### src/rtl/btla_pkg.sv
`timescale 1ns / 1ps

package btla_pkg;

  // Sizing of the frame stores and the label space.
  localparam int MAX_BOXES  = 16;
  localparam int LABELS     = 16;
  localparam int COORD_BITS = 12;

  localparam int SLOT_W   = $clog2(MAX_BOXES);
  localparam int CNT_W    = $clog2(MAX_BOXES + 1);
  localparam int LIDX_W   = $clog2(LABELS);
  localparam int LABEL_W  = $clog2(LABELS + 1);
  localparam int DSLOT_W  = 4;
  localparam int TRACK_W  = 5;

  // Score arithmetic.
  localparam int SCORE_W   = 32;
  localparam int OVL_W     = COORD_BITS + 2;
  localparam int PROD_W    = 2 * COORD_BITS;
  localparam int NUM_W     = PROD_W + 7;
  localparam int DIV_CNT_W = $clog2(NUM_W + 1);
  localparam int SCALE     = 100;
  localparam int FLOOR_LIM = 10000;

  typedef logic [COORD_BITS-1:0]    coord_t;
  typedef logic [LABEL_W-1:0]       label_t;
  typedef logic signed [SCORE_W-1:0] score_t;

  localparam score_t SCORE_INIT  = -score_t'(FLOOR_LIM);
  localparam score_t SCORE_FLOOR = -score_t'(FLOOR_LIM + 1);
  localparam label_t NO_LABEL    = label_t'(LABELS);

  // One stored box with its label (tentative or final).
  typedef struct packed {
    coord_t size;
    coord_t y;
    coord_t x;
    label_t label;
  } entry_t;

  typedef enum logic [3:0] {
    S_IDLE,
    S_CAND_RD,
    S_CAND_GO,
    S_CAND_WAIT,
    S_LBL_RD,
    S_LBL_CHK,
    S_STORE,
    S_CLOSE,
    S_DED_RD,
    S_DED_CHK,
    S_ASN_RD,
    S_ASN,
    S_EMIT
  } state_t;

endpackage

### src/rtl/btla_ifs.sv
`timescale 1ns / 1ps

// Detection channel.
interface btla_det_if import btla_pkg::*; ();
  logic   valid;
  logic   ready;
  logic   req_type;
  coord_t box_x;
  coord_t box_y;
  coord_t box_size;
  logic   last_in_frame;

  modport source (output valid, req_type, box_x, box_y, box_size, last_in_frame,
                  input ready);
  modport sink (input valid, req_type, box_x, box_y, box_size, last_in_frame,
                output ready);
endinterface

// Label result channel.
interface btla_lbl_if import btla_pkg::*; ();
  logic               valid;
  logic               ready;
  logic [DSLOT_W-1:0] det_slot;
  logic [TRACK_W-1:0] track_label;
  logic               last_label;

  modport source (output valid, det_slot, track_label, last_label, input ready);
  modport sink (input valid, det_slot, track_label, last_label, output ready);
endinterface

### src/rtl/box_track_label_association.sv
`timescale 1ns / 1ps
// A detection is scored in turn against each box of the previous frame.
// An overlapping candidate costs a three-stage score pipeline and a 31-step divider.
// A separated one, or any when the new box has zero size, skips the divider.
// Frame close runs a duplicate pass, then emits labels. One transaction is worked at a time.
// Reset (synchronous, rst high) clears counts, label flags and the state machine;
// the box memories are not cleared and are only read below the stored counts.

module box_track_label_association import btla_pkg::*; (
  input logic        clk,
  input logic        rst,
  btla_det_if.sink   det_in,
  btla_lbl_if.source label_out
);

  state_t state, state_next;

  logic [CNT_W-1:0]  cur_count, prev_count;
  logic [SLOT_W-1:0] j, c, k;
  coord_t            bx, by, bs;
  logic              last_pend;
  score_t            best;
  label_t            tent, cand_label;
  logic [LABELS-1:0] used, lvalid;
  logic [MAX_BOXES-1:0] drop;

  logic               out_valid;
  logic [DSLOT_W-1:0] out_slot;
  logic [TRACK_W-1:0] out_label;
  logic               out_last;

  // Memories.
  entry_t prev_mem [MAX_BOXES];
  entry_t cur_mem [MAX_BOXES];
  score_t lbl_mem [LABELS];
  entry_t prev_rd, cur_rd;
  score_t lbl_rd;
  logic [SLOT_W-1:0] cur_raddr;

  logic   acc, out_acc, sc_done, better;
  score_t sc, lbl_cur;
  logic   free_found;
  logic [LIDX_W-1:0] free_idx;
  label_t asn_label;
  logic   need_free;

  assign acc     = det_in.valid && det_in.ready;
  assign out_acc = label_out.valid && label_out.ready;

  // Lowest label not yet taken in this frame.
  always_comb begin
    free_found = 1'b0;
    free_idx   = '0;
    for (int i = LABELS - 1; i >= 0; i--) begin
      if (!used[i]) begin
        free_found = 1'b1;
        free_idx   = LIDX_W'(i);
      end
    end
  end

  always_comb begin
    lbl_cur   = lvalid[tent[LIDX_W-1:0]] ? lbl_rd : SCORE_INIT;
    better    = lbl_cur < best;
    need_free = (cur_rd.label == NO_LABEL) || drop[k];
    asn_label = !need_free ? cur_rd.label : (free_found ? label_t'(free_idx) : NO_LABEL);
    cur_raddr = (state == S_ASN_RD) ? k : c;
  end

  btla_score u_score (
    .clk   (clk),
    .rst   (rst),
    .start (state == S_CAND_GO),
    .cand  (prev_rd),
    .cx    (bx),
    .cy    (by),
    .cs    (bs),
    .done  (sc_done),
    .score (sc)
  );

  // Previous frame memory: read during scoring, written while labels go out.
  always_ff @(posedge clk) begin
    if (state == S_ASN) begin
      prev_mem[k] <= '{size: cur_rd.size, y: cur_rd.y, x: cur_rd.x, label: asn_label};
    end
    prev_rd <= prev_mem[j];
  end

  // Current frame memory.
  always_ff @(posedge clk) begin
    if (state == S_STORE) begin
      cur_mem[cur_count[SLOT_W-1:0]] <= '{size: bs, y: by, x: bx, label: tent};
    end
    cur_rd <= cur_mem[cur_raddr];
  end

  // Best score per label for the frame; entries without a valid flag read as the start value.
  always_ff @(posedge clk) begin
    if (state == S_LBL_CHK && better) begin
      lbl_mem[tent[LIDX_W-1:0]] <= best;
    end
    lbl_rd <= lbl_mem[tent[LIDX_W-1:0]];
  end

  always_ff @(posedge clk) begin
    if (rst) begin
      state <= S_IDLE;
    end else begin
      state <= state_next;
    end
  end

  // Sequencer next state.
  always_comb begin
    state_next = state;
    case (state)
      S_IDLE: begin
        if (acc) begin
          if (det_in.req_type) begin
            state_next = S_CLOSE;
          end else if (cur_count < CNT_W'(MAX_BOXES)) begin
            state_next = (prev_count == '0) ? S_STORE : S_CAND_RD;
          end else if (det_in.last_in_frame) begin
            state_next = S_CLOSE;
          end
        end
      end
      S_CAND_RD:   state_next = S_CAND_GO;
      S_CAND_GO:   state_next = S_CAND_WAIT;
      S_CAND_WAIT: begin
        if (sc_done) begin
          state_next = (CNT_W'(j) + CNT_W'(1) == prev_count) ? S_LBL_RD : S_CAND_RD;
        end
      end
      S_LBL_RD:  state_next = (tent == NO_LABEL) ? S_STORE : S_LBL_CHK;
      S_LBL_CHK: state_next = S_STORE;
      S_STORE:   state_next = last_pend ? S_CLOSE : S_IDLE;
      S_CLOSE:   state_next = (cur_count == '0) ? S_IDLE : S_DED_RD;
      S_DED_RD:  state_next = S_DED_CHK;
      S_DED_CHK: state_next = (c == '0) ? S_ASN_RD : S_DED_RD;
      S_ASN_RD:  state_next = S_ASN;
      S_ASN:     state_next = S_EMIT;
      S_EMIT: begin
        if (out_acc) begin
          state_next = out_last ? S_IDLE : S_ASN_RD;
        end
      end
      default:   state_next = S_IDLE;
    endcase
  end

  // Control registers and frame bookkeeping.
  always_ff @(posedge clk) begin
    if (rst) begin
      cur_count  <= '0;
      prev_count <= '0;
      used       <= '0;
      lvalid     <= '0;
      out_valid  <= 1'b0;
      last_pend  <= 1'b0;
    end else begin
      case (state)
        S_IDLE: begin
          if (acc && !det_in.req_type) begin
            last_pend <= det_in.last_in_frame;
          end
        end
        S_LBL_CHK: begin
          if (better) begin
            lvalid[tent[LIDX_W-1:0]] <= 1'b1;
          end
        end
        S_STORE: begin
          cur_count <= cur_count + CNT_W'(1);
        end
        S_CLOSE: begin
          if (cur_count == '0) begin
            prev_count <= '0;
            used       <= '0;
            lvalid     <= '0;
          end
        end
        S_DED_CHK: begin
          if (cur_rd.label != NO_LABEL) begin
            used[cur_rd.label[LIDX_W-1:0]] <= 1'b1;
          end
        end
        S_ASN: begin
          if (need_free && free_found) begin
            used[free_idx] <= 1'b1;
          end
          out_valid <= 1'b1;
        end
        S_EMIT: begin
          if (out_acc) begin
            out_valid <= 1'b0;
            if (out_last) begin
              prev_count <= cur_count;
              cur_count  <= '0;
              used       <= '0;
              lvalid     <= '0;
            end
          end
        end
        default: begin
        end
      endcase
    end
  end

  // Datapath registers.
  always_ff @(posedge clk) begin
    case (state)
      S_IDLE: begin
        if (acc) begin
          bx   <= det_in.box_x;
          by   <= det_in.box_y;
          bs   <= det_in.box_size;
          best <= SCORE_INIT;
          tent <= NO_LABEL;
          j    <= '0;
        end
      end
      S_CAND_GO: begin
        cand_label <= prev_rd.label;
      end
      S_CAND_WAIT: begin
        if (sc_done) begin
          if (best < sc) begin
            best <= sc;
            tent <= cand_label;
          end
          j <= j + SLOT_W'(1);
        end
      end
      S_LBL_CHK: begin
        if (!better) begin
          tent <= NO_LABEL;
        end
      end
      S_CLOSE: begin
        c <= SLOT_W'(cur_count - CNT_W'(1));
        k <= '0;
      end
      S_DED_CHK: begin
        drop[c] <= (cur_rd.label != NO_LABEL) && used[cur_rd.label[LIDX_W-1:0]];
        c       <= c - SLOT_W'(1);
      end
      S_ASN: begin
        out_slot  <= DSLOT_W'(k);
        out_label <= TRACK_W'(asn_label);
        out_last  <= CNT_W'(k) + CNT_W'(1) == cur_count;
      end
      S_EMIT: begin
        if (out_acc) begin
          k <= k + SLOT_W'(1);
        end
      end
      default: begin
      end
    endcase
  end

  assign det_in.ready          = state == S_IDLE;
  assign label_out.valid       = out_valid;
  assign label_out.det_slot    = out_slot;
  assign label_out.track_label = out_label;
  assign label_out.last_label  = out_last;

  // A label result is offered only from the emit step.
  a_out_in_emit: assert property (@(posedge clk) disable iff (rst)
    label_out.valid |-> state == S_EMIT)
    else $error("label result offered outside emit step");

  // No detection is taken while a label result is pending.
  a_no_overlap: assert property (@(posedge clk) disable iff (rst)
    det_in.ready |-> !label_out.valid)
    else $error("detection taken while label pending");

  // The current frame never holds more boxes than its store.
  a_count_bound: assert property (@(posedge clk) disable iff (rst)
    cur_count <= CNT_W'(MAX_BOXES))
    else $error("current frame count overflow");

  // A frame close that emits leaves the current frame empty afterwards.
  a_close_clears: assert property (@(posedge clk) disable iff (rst)
    (state == S_EMIT && out_acc && out_last) |=> cur_count == '0)
    else $error("current frame not cleared after close");

endmodule

### src/rtl/btla_div.sv
`timescale 1ns / 1ps

module btla_div import btla_pkg::*; (
  input  logic              clk,
  input  logic              rst,
  input  logic              start,
  input  logic [NUM_W-1:0]  num,
  input  logic [PROD_W-1:0] den,
  output logic              done,
  output logic [NUM_W-1:0]  quo
);

  logic [PROD_W-1:0]    rem;
  logic [PROD_W-1:0]    den_q;
  logic [DIV_CNT_W-1:0] cnt;
  logic                 busy;
  logic [PROD_W:0]      trial;
  logic                 fits;

  // One restoring step: bring down the next dividend bit and try a subtract.
  always_comb begin
    trial = {rem, quo[NUM_W-1]};
    fits  = trial >= {1'b0, den_q};
  end

  always_ff @(posedge clk) begin
    if (rst) begin
      busy <= 1'b0;
      done <= 1'b0;
    end else begin
      done <= 1'b0;
      if (start) begin
        busy <= 1'b1;
      end else if (busy && cnt == DIV_CNT_W'(1)) begin
        busy <= 1'b0;
        done <= 1'b1;
      end
    end
  end

  // Quotient bits shift in where the dividend bits shift out.
  always_ff @(posedge clk) begin
    if (start) begin
      rem   <= '0;
      quo   <= num;
      den_q <= den;
      cnt   <= DIV_CNT_W'(NUM_W);
    end else if (busy) begin
      rem <= fits ? PROD_W'(trial - {1'b0, den_q}) : trial[PROD_W-1:0];
      quo <= {quo[NUM_W-2:0], fits};
      cnt <= cnt - DIV_CNT_W'(1);
    end
  end

endmodule

### src/rtl/btla_score.sv
`timescale 1ns / 1ps

module btla_score import btla_pkg::*; (
  input  logic   clk,
  input  logic   rst,
  input  logic   start,
  input  entry_t cand,
  input  coord_t cx,
  input  coord_t cy,
  input  coord_t cs,
  output logic   done,
  output score_t score
);

  logic              v1, v2, v3;
  logic [OVL_W-1:0]  w, h;
  coord_t            dx, dy, cs1;
  logic              ovl1, ovl2, ovl3, zero1, zero2, zero3;
  logic [PROD_W-1:0] pwh, pd, sq2, sq3;
  logic [NUM_W-1:0]  num;
  score_t            neg;
  logic              div_start, div_done;
  logic [NUM_W-1:0]  quo;
  logic [OVL_W-1:0]  w_c, h_c;

  // Side overlaps; a negative result means the boxes are apart on that axis.
  always_comb begin
    if (cand.x > cx) begin
      w_c = {2'b00, cand.size} - ({2'b00, cand.x} - {2'b00, cx});
    end else begin
      w_c = {2'b00, cs} - ({2'b00, cx} - {2'b00, cand.x});
    end
    if (cand.y > cy) begin
      h_c = {2'b00, cand.size} - ({2'b00, cand.y} - {2'b00, cy});
    end else begin
      h_c = {2'b00, cs} - ({2'b00, cy} - {2'b00, cand.y});
    end
  end

  always_ff @(posedge clk) begin
    if (rst) begin
      v1 <= 1'b0;
      v2 <= 1'b0;
      v3 <= 1'b0;
    end else begin
      v1 <= start;
      v2 <= v1;
      v3 <= v2;
    end
  end

  // Stage one: overlaps and absolute offsets.
  always_ff @(posedge clk) begin
    if (start) begin
      w     <= w_c;
      h     <= h_c;
      dx    <= (cand.x > cx) ? cand.x - cx : cx - cand.x;
      dy    <= (cand.y > cy) ? cand.y - cy : cy - cand.y;
      ovl1  <= !w_c[OVL_W-1] && !h_c[OVL_W-1];
      zero1 <= cs == '0;
      cs1   <= cs;
    end
  end

  // Stage two: the three products.
  always_ff @(posedge clk) begin
    if (v1) begin
      pwh   <= w[COORD_BITS-1:0] * h[COORD_BITS-1:0];
      pd    <= dx * dy;
      sq2   <= cs1 * cs1;
      ovl2  <= ovl1;
      zero2 <= zero1;
    end
  end

  // Stage three: scaled dividend and the floored separation score.
  always_ff @(posedge clk) begin
    if (v2) begin
      num   <= NUM_W'(pwh) * NUM_W'(SCALE);
      neg   <= (pd > PROD_W'(FLOOR_LIM)) ? SCORE_FLOOR : 0 - $signed(SCORE_W'(pd));
      sq3   <= sq2;
      ovl3  <= ovl2;
      zero3 <= zero2;
    end
  end

  assign div_start = v3 && ovl3 && !zero3;

  btla_div u_div (
    .clk   (clk),
    .rst   (rst),
    .start (div_start),
    .num   (num),
    .den   (sq3),
    .done  (div_done),
    .quo   (quo)
  );

  // Separated candidates, and any candidate when the new box has zero size, finish without the divider.
  assign done  = (v3 && !div_start) || div_done;
  assign score = div_done ? score_t'(quo) : (ovl3 ? '0 : neg);

endmodule
### src/flat_wrapper.sv
// flat-port wrapper written by rule: the top's interface ports become plain ports
module box_track_label_association_flat import btla_pkg::*;
  (clk, rst, det_in_valid, det_in_req_type, det_in_box_x, det_in_box_y, det_in_box_size, det_in_last_in_frame, det_in_ready, label_out_valid, label_out_det_slot, label_out_track_label, label_out_last_label, label_out_ready);
  btla_det_if det_in_i ();
  btla_lbl_if label_out_i ();
  input logic clk;
  input logic rst;
  input wire logic [$bits(det_in_i.valid)-1:0] det_in_valid;
  input wire logic [$bits(det_in_i.req_type)-1:0] det_in_req_type;
  input wire logic [$bits(det_in_i.box_x)-1:0] det_in_box_x;
  input wire logic [$bits(det_in_i.box_y)-1:0] det_in_box_y;
  input wire logic [$bits(det_in_i.box_size)-1:0] det_in_box_size;
  input wire logic [$bits(det_in_i.last_in_frame)-1:0] det_in_last_in_frame;
  output wire logic [$bits(det_in_i.ready)-1:0] det_in_ready;
  output wire logic [$bits(label_out_i.valid)-1:0] label_out_valid;
  output wire logic [$bits(label_out_i.det_slot)-1:0] label_out_det_slot;
  output wire logic [$bits(label_out_i.track_label)-1:0] label_out_track_label;
  output wire logic [$bits(label_out_i.last_label)-1:0] label_out_last_label;
  input wire logic [$bits(label_out_i.ready)-1:0] label_out_ready;
  assign det_in_i.valid = det_in_valid;
  assign det_in_i.req_type = det_in_req_type;
  assign det_in_i.box_x = det_in_box_x;
  assign det_in_i.box_y = det_in_box_y;
  assign det_in_i.box_size = det_in_box_size;
  assign det_in_i.last_in_frame = det_in_last_in_frame;
  assign det_in_ready = det_in_i.ready;
  assign label_out_valid = label_out_i.valid;
  assign label_out_det_slot = label_out_i.det_slot;
  assign label_out_track_label = label_out_i.track_label;
  assign label_out_last_label = label_out_i.last_label;
  assign label_out_i.ready = label_out_ready;
  box_track_label_association u_core (.clk(clk), .rst(rst), .det_in(det_in_i), .label_out(label_out_i));
endmodule
### config.mk
export PLATFORM = sky130hd
export DESIGN_NAME = box_track_label_association_flat
export DESIGN_NICKNAME = d
export VERILOG_FILES = /design/src/rtl/btla_pkg.sv /design/src/rtl/btla_ifs.sv /design/src/rtl/box_track_label_association.sv /design/src/rtl/btla_div.sv /design/src/rtl/btla_score.sv /design/src/flat_wrapper.sv
export SDC_FILE = /design/constraint.sdc
export NUM_CORES = 2
export LEC_CHECK = 0
export ABC_CLOCK_PERIOD_IN_PS = 7800
export BUFFER_PORTS_ARGS = -buffer_cell sky130_fd_sc_hd__buf_2
export CAP_MARGIN = 20
export CELL_PAD_IN_SITES_DETAIL_PLACEMENT = 0
export CELL_PAD_IN_SITES_GLOBAL_PLACEMENT = 1
export CORE_UTILIZATION = 55
export DETAILED_ROUTE_END_ITERATION = 16
export MAX_ROUTING_LAYER = met4
export PLACE_DENSITY = 0.88
export SYNTH_ARGS = -nofsm -noshare
export SYNTH_HDL_FRONTEND = slang
export SYNTH_HIERARCHICAL = 1
export SYNTH_SLANG_ARGS = --single-unit
export TNS_END_PERCENT = 100
### constraint.sdc
create_clock -name clk -period 7.8 [get_ports clk]
set_input_delay 0.78 -clock clk [delete_from_list [all_inputs] [get_ports clk]]
set_output_delay 0.78 -clock clk [all_outputs]
set_load 0.01 [all_outputs]
After elaboration in Yosys (flattened, before gate mapping)
Memory sizes are Yosys's and may differ from the RTL's. A register that Yosys moved wholly into a read port is not among the register bits.
Cells that the tools add are included.
- bits in registers: 476
- RAM bits: 1824
- bits of input ports: 42
- output and inout port bits: 12
- word-level logic and storage cells: 289
- memories: 3
- memories (name ; depth ; width ; read ports ; clocked after memory_dff ; wr ports ; RTL line ; text):
    u_core.cur_mem ; 16 ; 41 ; 1 ; 1 ; 1 ; box_track_label_association.sv:34 ; entry_t cur_mem [MAX_BOXES];
    u_core.prev_mem ; 16 ; 41 ; 1 ; 1 ; 1 ; box_track_label_association.sv:33 ; entry_t prev_mem [MAX_BOXES];
    u_core.lbl_mem ; 16 ; 32 ; 1 ; 1 ; 1 ; box_track_label_association.sv:35 ; score_t lbl_mem [LABELS];
- $add $sub $neg: 22
- $mul: 4
- $lt $le $gt $ge: 16
- eq/ne operators: 29
- multiplexer cells: 115
- bitwise operators: 3
- reduce and logical (&&, ||, !) cells: 50
- operators by type and width (kind ; number):
    $mux 32 ; 6
    $mux 4 ; 28
    $mux 16 ; 6
    $mul 12x12->24 ; 3
    $lt 32x32->1 ; 2
    $pmux 16 s4 ; 1
    $pmux 32 s2 ; 1
    $mux 31 ; 2
    $sub 13x13->14 ; 4
    $mux 5 ; 11
    $pmux 4 s13 ; 1
    $sub 12x12->13 ; 4
    $or 16x16->16 ; 3
    $pmux 16 s3 ; 1
    $sub 12x12->12 ; 4
    $mux 1 ; 33
    $mul 24x5->29 const B ; 1
    $mux 14 ; 2
    $ge 25x24->1 ; 1
    $lt 4x5->1 const B ; 5
    $sub 1x24->25 const A ; 1
    $gt 12x12->1 ; 2
    $gt 24x14->1 const B ; 1
    $mux 12 ; 2
    other kinds (44) ; 114

Logic depth before layout (Yosys ltp)
- depth in word-level cells: 23
- depth in mapped cells: 23
- gate-level depth less buffers: 22

Modules after synthesis
Netlist, hierarchy kept.
- by module, submodules not included (module ; instances ; cells an instance ; area an instance (µm²) ; seq. area each (µm²)):
    box_track_label_association ; 1 ; 3796 ; 80369.6 ; 61499.0
    btla_score ; 1 ; 2865 ; 27621.5 ; 6486.2
    btla_div ; 1 ; 427 ; 4779.6 ; 2272.2

Least setup slack after synthesis
OpenSTA, ideal clock, no wires.
- path type: register to register
- start point: register u_core.tent[2]
- end point: memory u_core/lbl_mem[12][0] (netlist name), enable pin
- data arrival time: 6.446 ns
- required time: 7.298 ns
- path slack: 0.852 ns
- cell stages (with the launch flop): 16
- buffers on the path: 3
- clock period less this slack: 6.948 ns
- cell sequence: edfxtp_1 buf_2 mux4_2 mux2i_1 mux2_2 clkbuf_1 nor2_1 ha_1 a211oi_1 nand2_1 a221oi_1 o211ai_1 nor3_1 nor3_2 clkbuf_1 nor4_1
- word-level cells in the longest chain between the ends: 7
- ends and longest elaborated chain (what ; RTL line ; text):
    start, declared ; box_track_label_association.sv:23 ; label_t tent, cand_label;
    start signal, assigned ; box_track_label_association.sv:232 ; tent <= cand_label;
    $bmux 1 s4 ; box_track_label_association.sv:63 ; lbl_cur = lvalid[tent[LIDX_W-1:0]] ? lbl_rd : SCORE_INIT;
    $mux 1 (implied by the code) ; box_track_label_association.sv:63 ;
    $mux 32 ; box_track_label_association.sv:63 ;
    $lt 32x32->1 ; box_track_label_association.sv:64 ; better = lbl_cur < best;
    $logic_and 1x1->1 ; box_track_label_association.sv:100 ; if (state == S_LBL_CHK && better) begin
    $mux 1 ; box_track_label_association.sv:100 ;
    $mux 1 (implied by the code) ; box_track_label_association.sv:101 ; lbl_mem[tent[LIDX_W-1:0]] <= best;
    end, declared ; box_track_label_association.sv:35 ;
Several ways; a longest one is shown, not always the timed one. The select of a mux whose other input is x is not followed.

Worst setup path after layout
- start point: register u_core.u_score.cs1[4]
- end point: register u_core.u_score.sq2[23], data pin
- word-level cells in the longest chain between the ends: 1
- ends and longest elaborated chain (what ; RTL line ; text):
    start, declared ; btla_score.sv:17 ; coord_t dx, dy, cs1;
    start signal, assigned ; btla_score.sv:61 ; cs1 <= cs;
    $mul 12x12->24 ; btla_score.sv:70 ; sq2 <= cs1 * cs1;
    end signal, assigned ; btla_score.sv:70 ;
    end, declared ; btla_score.sv:19 ; logic [PROD_W-1:0] pwh, pd, sq2, sq3;
No other way between the ends.
A chain may end at the register's enable or synchronous reset.

==> impl_results.md <==
- Outcome: complete, no violations
- CP delay by family, top: adder cells
- CTS Buf Count: 227
- Post-cts sizing count: 0
- Initial core utilization: 55.6%
- Number of detailed-route iterations in the first pass: 6
- Netlist cell types: 112
- CP max stage cell: edfxtp_1
- Post-CTS setup repair buffer count: 0
- Root Buffer: clkbuf_16
- Slew HR: 15.5%
- Initial antenna violation count: 6
- Core Footprint: 203000 µm²
- Clock slew at reported path FFs: 0.06 ns
- Bufs on Longest Clock Path: 3
- First-pass GRT wire length: 394000 µm
- NumNets Final: 7982
- Reg-to-reg setup timing slack: 1.54 ns
- Worst-Skew Late Latency: 0.91 ns
- Die H: 455 µm
- Most common cell on crit path: inv_1
- Final Core Density: 61.1%
- Crit path cell chain: inv_1 -> nor2_1 -> inv_1 -> fa_1 -> inv_1 -> ha_1 -> a21oi_1 -> fa_1 -> inv_1 -> fa_1 -> inv_1 -> fa_1 -> inv_1 -> ha_1 -> and2_4 -> a22o_1 -> or2_1 -> a221oi_2 -> o2111ai_2 -> a211o_1 -> a31oi_1 -> xor2_1
- Cells after synthesis: 7088
- Critical path buffer and inverter count: 6
- 1st-iter DRT viols: 5910
- Drt via density: 6.08
- Most frequent cells in the layout: edfxtp_1, inv_1, mux4_2
- Pin count of the biggest net entering global routing: 164
- IO Port Bufs: 53
- H-tree depth: 4
- Final Hold Fails: 0
- CP arrival: 6.83 ns
- Worst path max stage delay: 0.62 ns
- Critical Path RT: 8.36 ns
- Synthesized area: 113000 µm²
- FF-to-FF Start: u_core/u_score/cs1[4]$_DFFE_PP_
- Global route overflow: 0
- Die W: 455 µm
- Setup Skew: 0.0896 ns
- Detail Placement HPWL: 154000 µm
- Post-place setup slack: 1.58 ns
- RePlAce Congestion: 0.926
- Area growth syn-to-layout: 10.0%
- Post-route DRC: 0
- Crit Path Class: reg -> reg
- Vias in the first global route: 62339
- Antenna-violating nets left: 0
- Total number of yosys warnings: 6
- Commonest non-fill, non-tap cell in the layout: edfxtp_1
- Worst slew pin tran: 1.27 ns
- Final period util: 80.3%
- DR WL/cell: 26.2 µm
- Worst setup SP type: flip-flop
- Hold Path Class: in -> reg
- Tmin final: 6.26 ns
- CP Launch Point: u_core/u_score/cs1[4]$_DFFE_PP_
- Hold Crit Start: det_in_box_y[0]
- Synth async-reset ratio: 0%
- Post-synthesis sequential area ratio: 62.3%
- Flops & latches, synth: 2405
- Max-cap violations: 0
- Avg Inst Size Synth: 15.9 µm²
- CTS tree: built
- RSZ-0062 raised after global routing: no
- Vias post-DR: 61154
- Setup TNS: 0 ns
- Final worst setup slack: 1.54 ns
- Post-synth EDFFs: 2209
- Final setup viols: 0
- Fin. max-slew vios: 0
- Final WL: 264000 µm
- Layout cells sized above 1: 16.8%
- Main synth FF type: edfxtp_1
- # IOs: 54
- Worst-path fanout max: 11
- Hold slack: 0.0622 ns
- Max Freq: 0.160 GHz
- Total die area: 207000 µm²
- Row count: 165
- # clock sinks: 2405
- Total track usage: 26.6%
- CP Capture Type: flip-flop
## final cells by class
class	instances	area (µm²)
Tap cell	2672	3340
Antenna cell	4	10.0
Multi-Input combinational cell	3687	38800
Clock inverter	138	1720
Sequential cell	2405	70300
Clock buffer	293	6080
Inverter	698	2620
Fill cell	14274	78900
Timing Repair Buffer	161	1170
## path summary, 6_finish.rpt
path | endpoint | cells past startpoint
hold reg to reg | u_core/u_score/u_div/den_q[23]$_DFFE_PP_ | 0
setup reg to reg | u_core/u_score/sq2[23]$_DFFE_PP_ | 22
hold / removal | u_core/by[0]$_DFFE_PP_ | 1
setup / recovery | u_core/u_score/sq2[23]$_DFFE_PP_ | 22
## cells in the mapped netlist (24+ instances only)
master	n	share of area (%)
edfxtp_1	2209	59
inv_1	698	2.3
mux4_2	539	11
nand2_1	472	1.6
ha_1	454	5.0
fa_1	306	5.4
nor2_1	239	0.80
and2_1	230	1.3
dfxtp_1	196	3.5
clkbuf_1	186	0.62
a21oi_1	143	0.63
xnor2_1	141	1.1
o21ai_0	123	0.55
a21o_1	74	0.49
nand3_1	74	0.33
a211oi_1	72	0.48
nor3_1	70	0.31
xor2_1	61	0.47
a31oi_1	57	0.32
mux2i_1	50	0.44
buf_2	43	0.19
buf_1	41	0.14
o21a_1	41	0.27
mux2_2	40	0.40
nor2b_1	38	0.21
nand2b_1	36	0.20
or2_2	35	0.19
nand4_1	29	0.16
and3_1	27	0.15
or3_1	26	0.14
a22o_1	25	0.19
o31ai_1	25	0.17
o21bai_1	24	0.16
## registers in the layout (all words and copies together) (netlist names), 16 cells and up
register                    cells
u_core/cur_mem                656
u_core/prev_mem               656
u_core/lbl_mem                512
u_core/cur_rd                  41
u_core/prev_rd                 41
u_core/best                    32
u_core/lbl_rd                  32
u_core/u_score/u_div/quo       31
u_core/u_score/num             29
u_core/u_score/neg             25
u_core/u_score/pd              24
u_core/u_score/pwh             24
u_core/u_score/u_div/den_q     24
u_core/u_score/u_div/rem       24
u_core/u_score/sq2             23
u_core/u_score/sq3             23
u_core/drop                    16
u_core/lvalid                  16
u_core/used                    16
## logic make-up (layout without fill, tap and decap cells)
group                      Yosys count  count (layout)  synth area share (%)
AOI/OAI and AO/OA                  742             742                  4.53
xor gates and xnor gates           202             202                  1.57
adders and majority gates          760             760                  10.5
buffers and inverters              998            1290                  3.54
DFF                               2405            2405                  62.3
muxes                              635             635                  11.7
other                                1               7               0.00333
and+or+nand+nor                   1345            1345                  5.87
## repair_timing
action                                 4_1_cts  5_1_grt
setup endpoints to repair                    0        0
hold buffers                                 2        0
endpoints found under the hold margin        2        0
## worst reg2reg max path, delay by kind of cell, from the launching register on
family | cells | cell delay (ns)
AO/OA/AOI/OAI | 6 | 1.50
XOR/XNOR | 1 | 0.10
adder cells (fa/ha/maj) | 6 | 2.65
flip-flops | 1 | 0.62
buffers and inverters | 6 | 0.47
AND/OR/NAND/NOR | 3 | 0.60
## metrics by stage
step                instance area (µm²)  cells
floorplan                        113000   7090
detailed placement               116000   9618
finish                           124000  10058
global route                     124000  10056
CTS                              124000  10051
global placement                 116000   9616
## routing by layer
layer	up-vias	wire (µm)	track usage (%)	share of wire (%)
li1	26661	-	-	-
met1	31289	103000	34.4	39
met2	2646	129000	42.7	49
met3	558	19200	3.56	7.3
met4	0	12100	11.0	4.6
met5	-	0	-	0
Power is left out: the tool's default activity adds up to more than one toggle a clock period on the data nets, which glitch-free logic cannot reach.
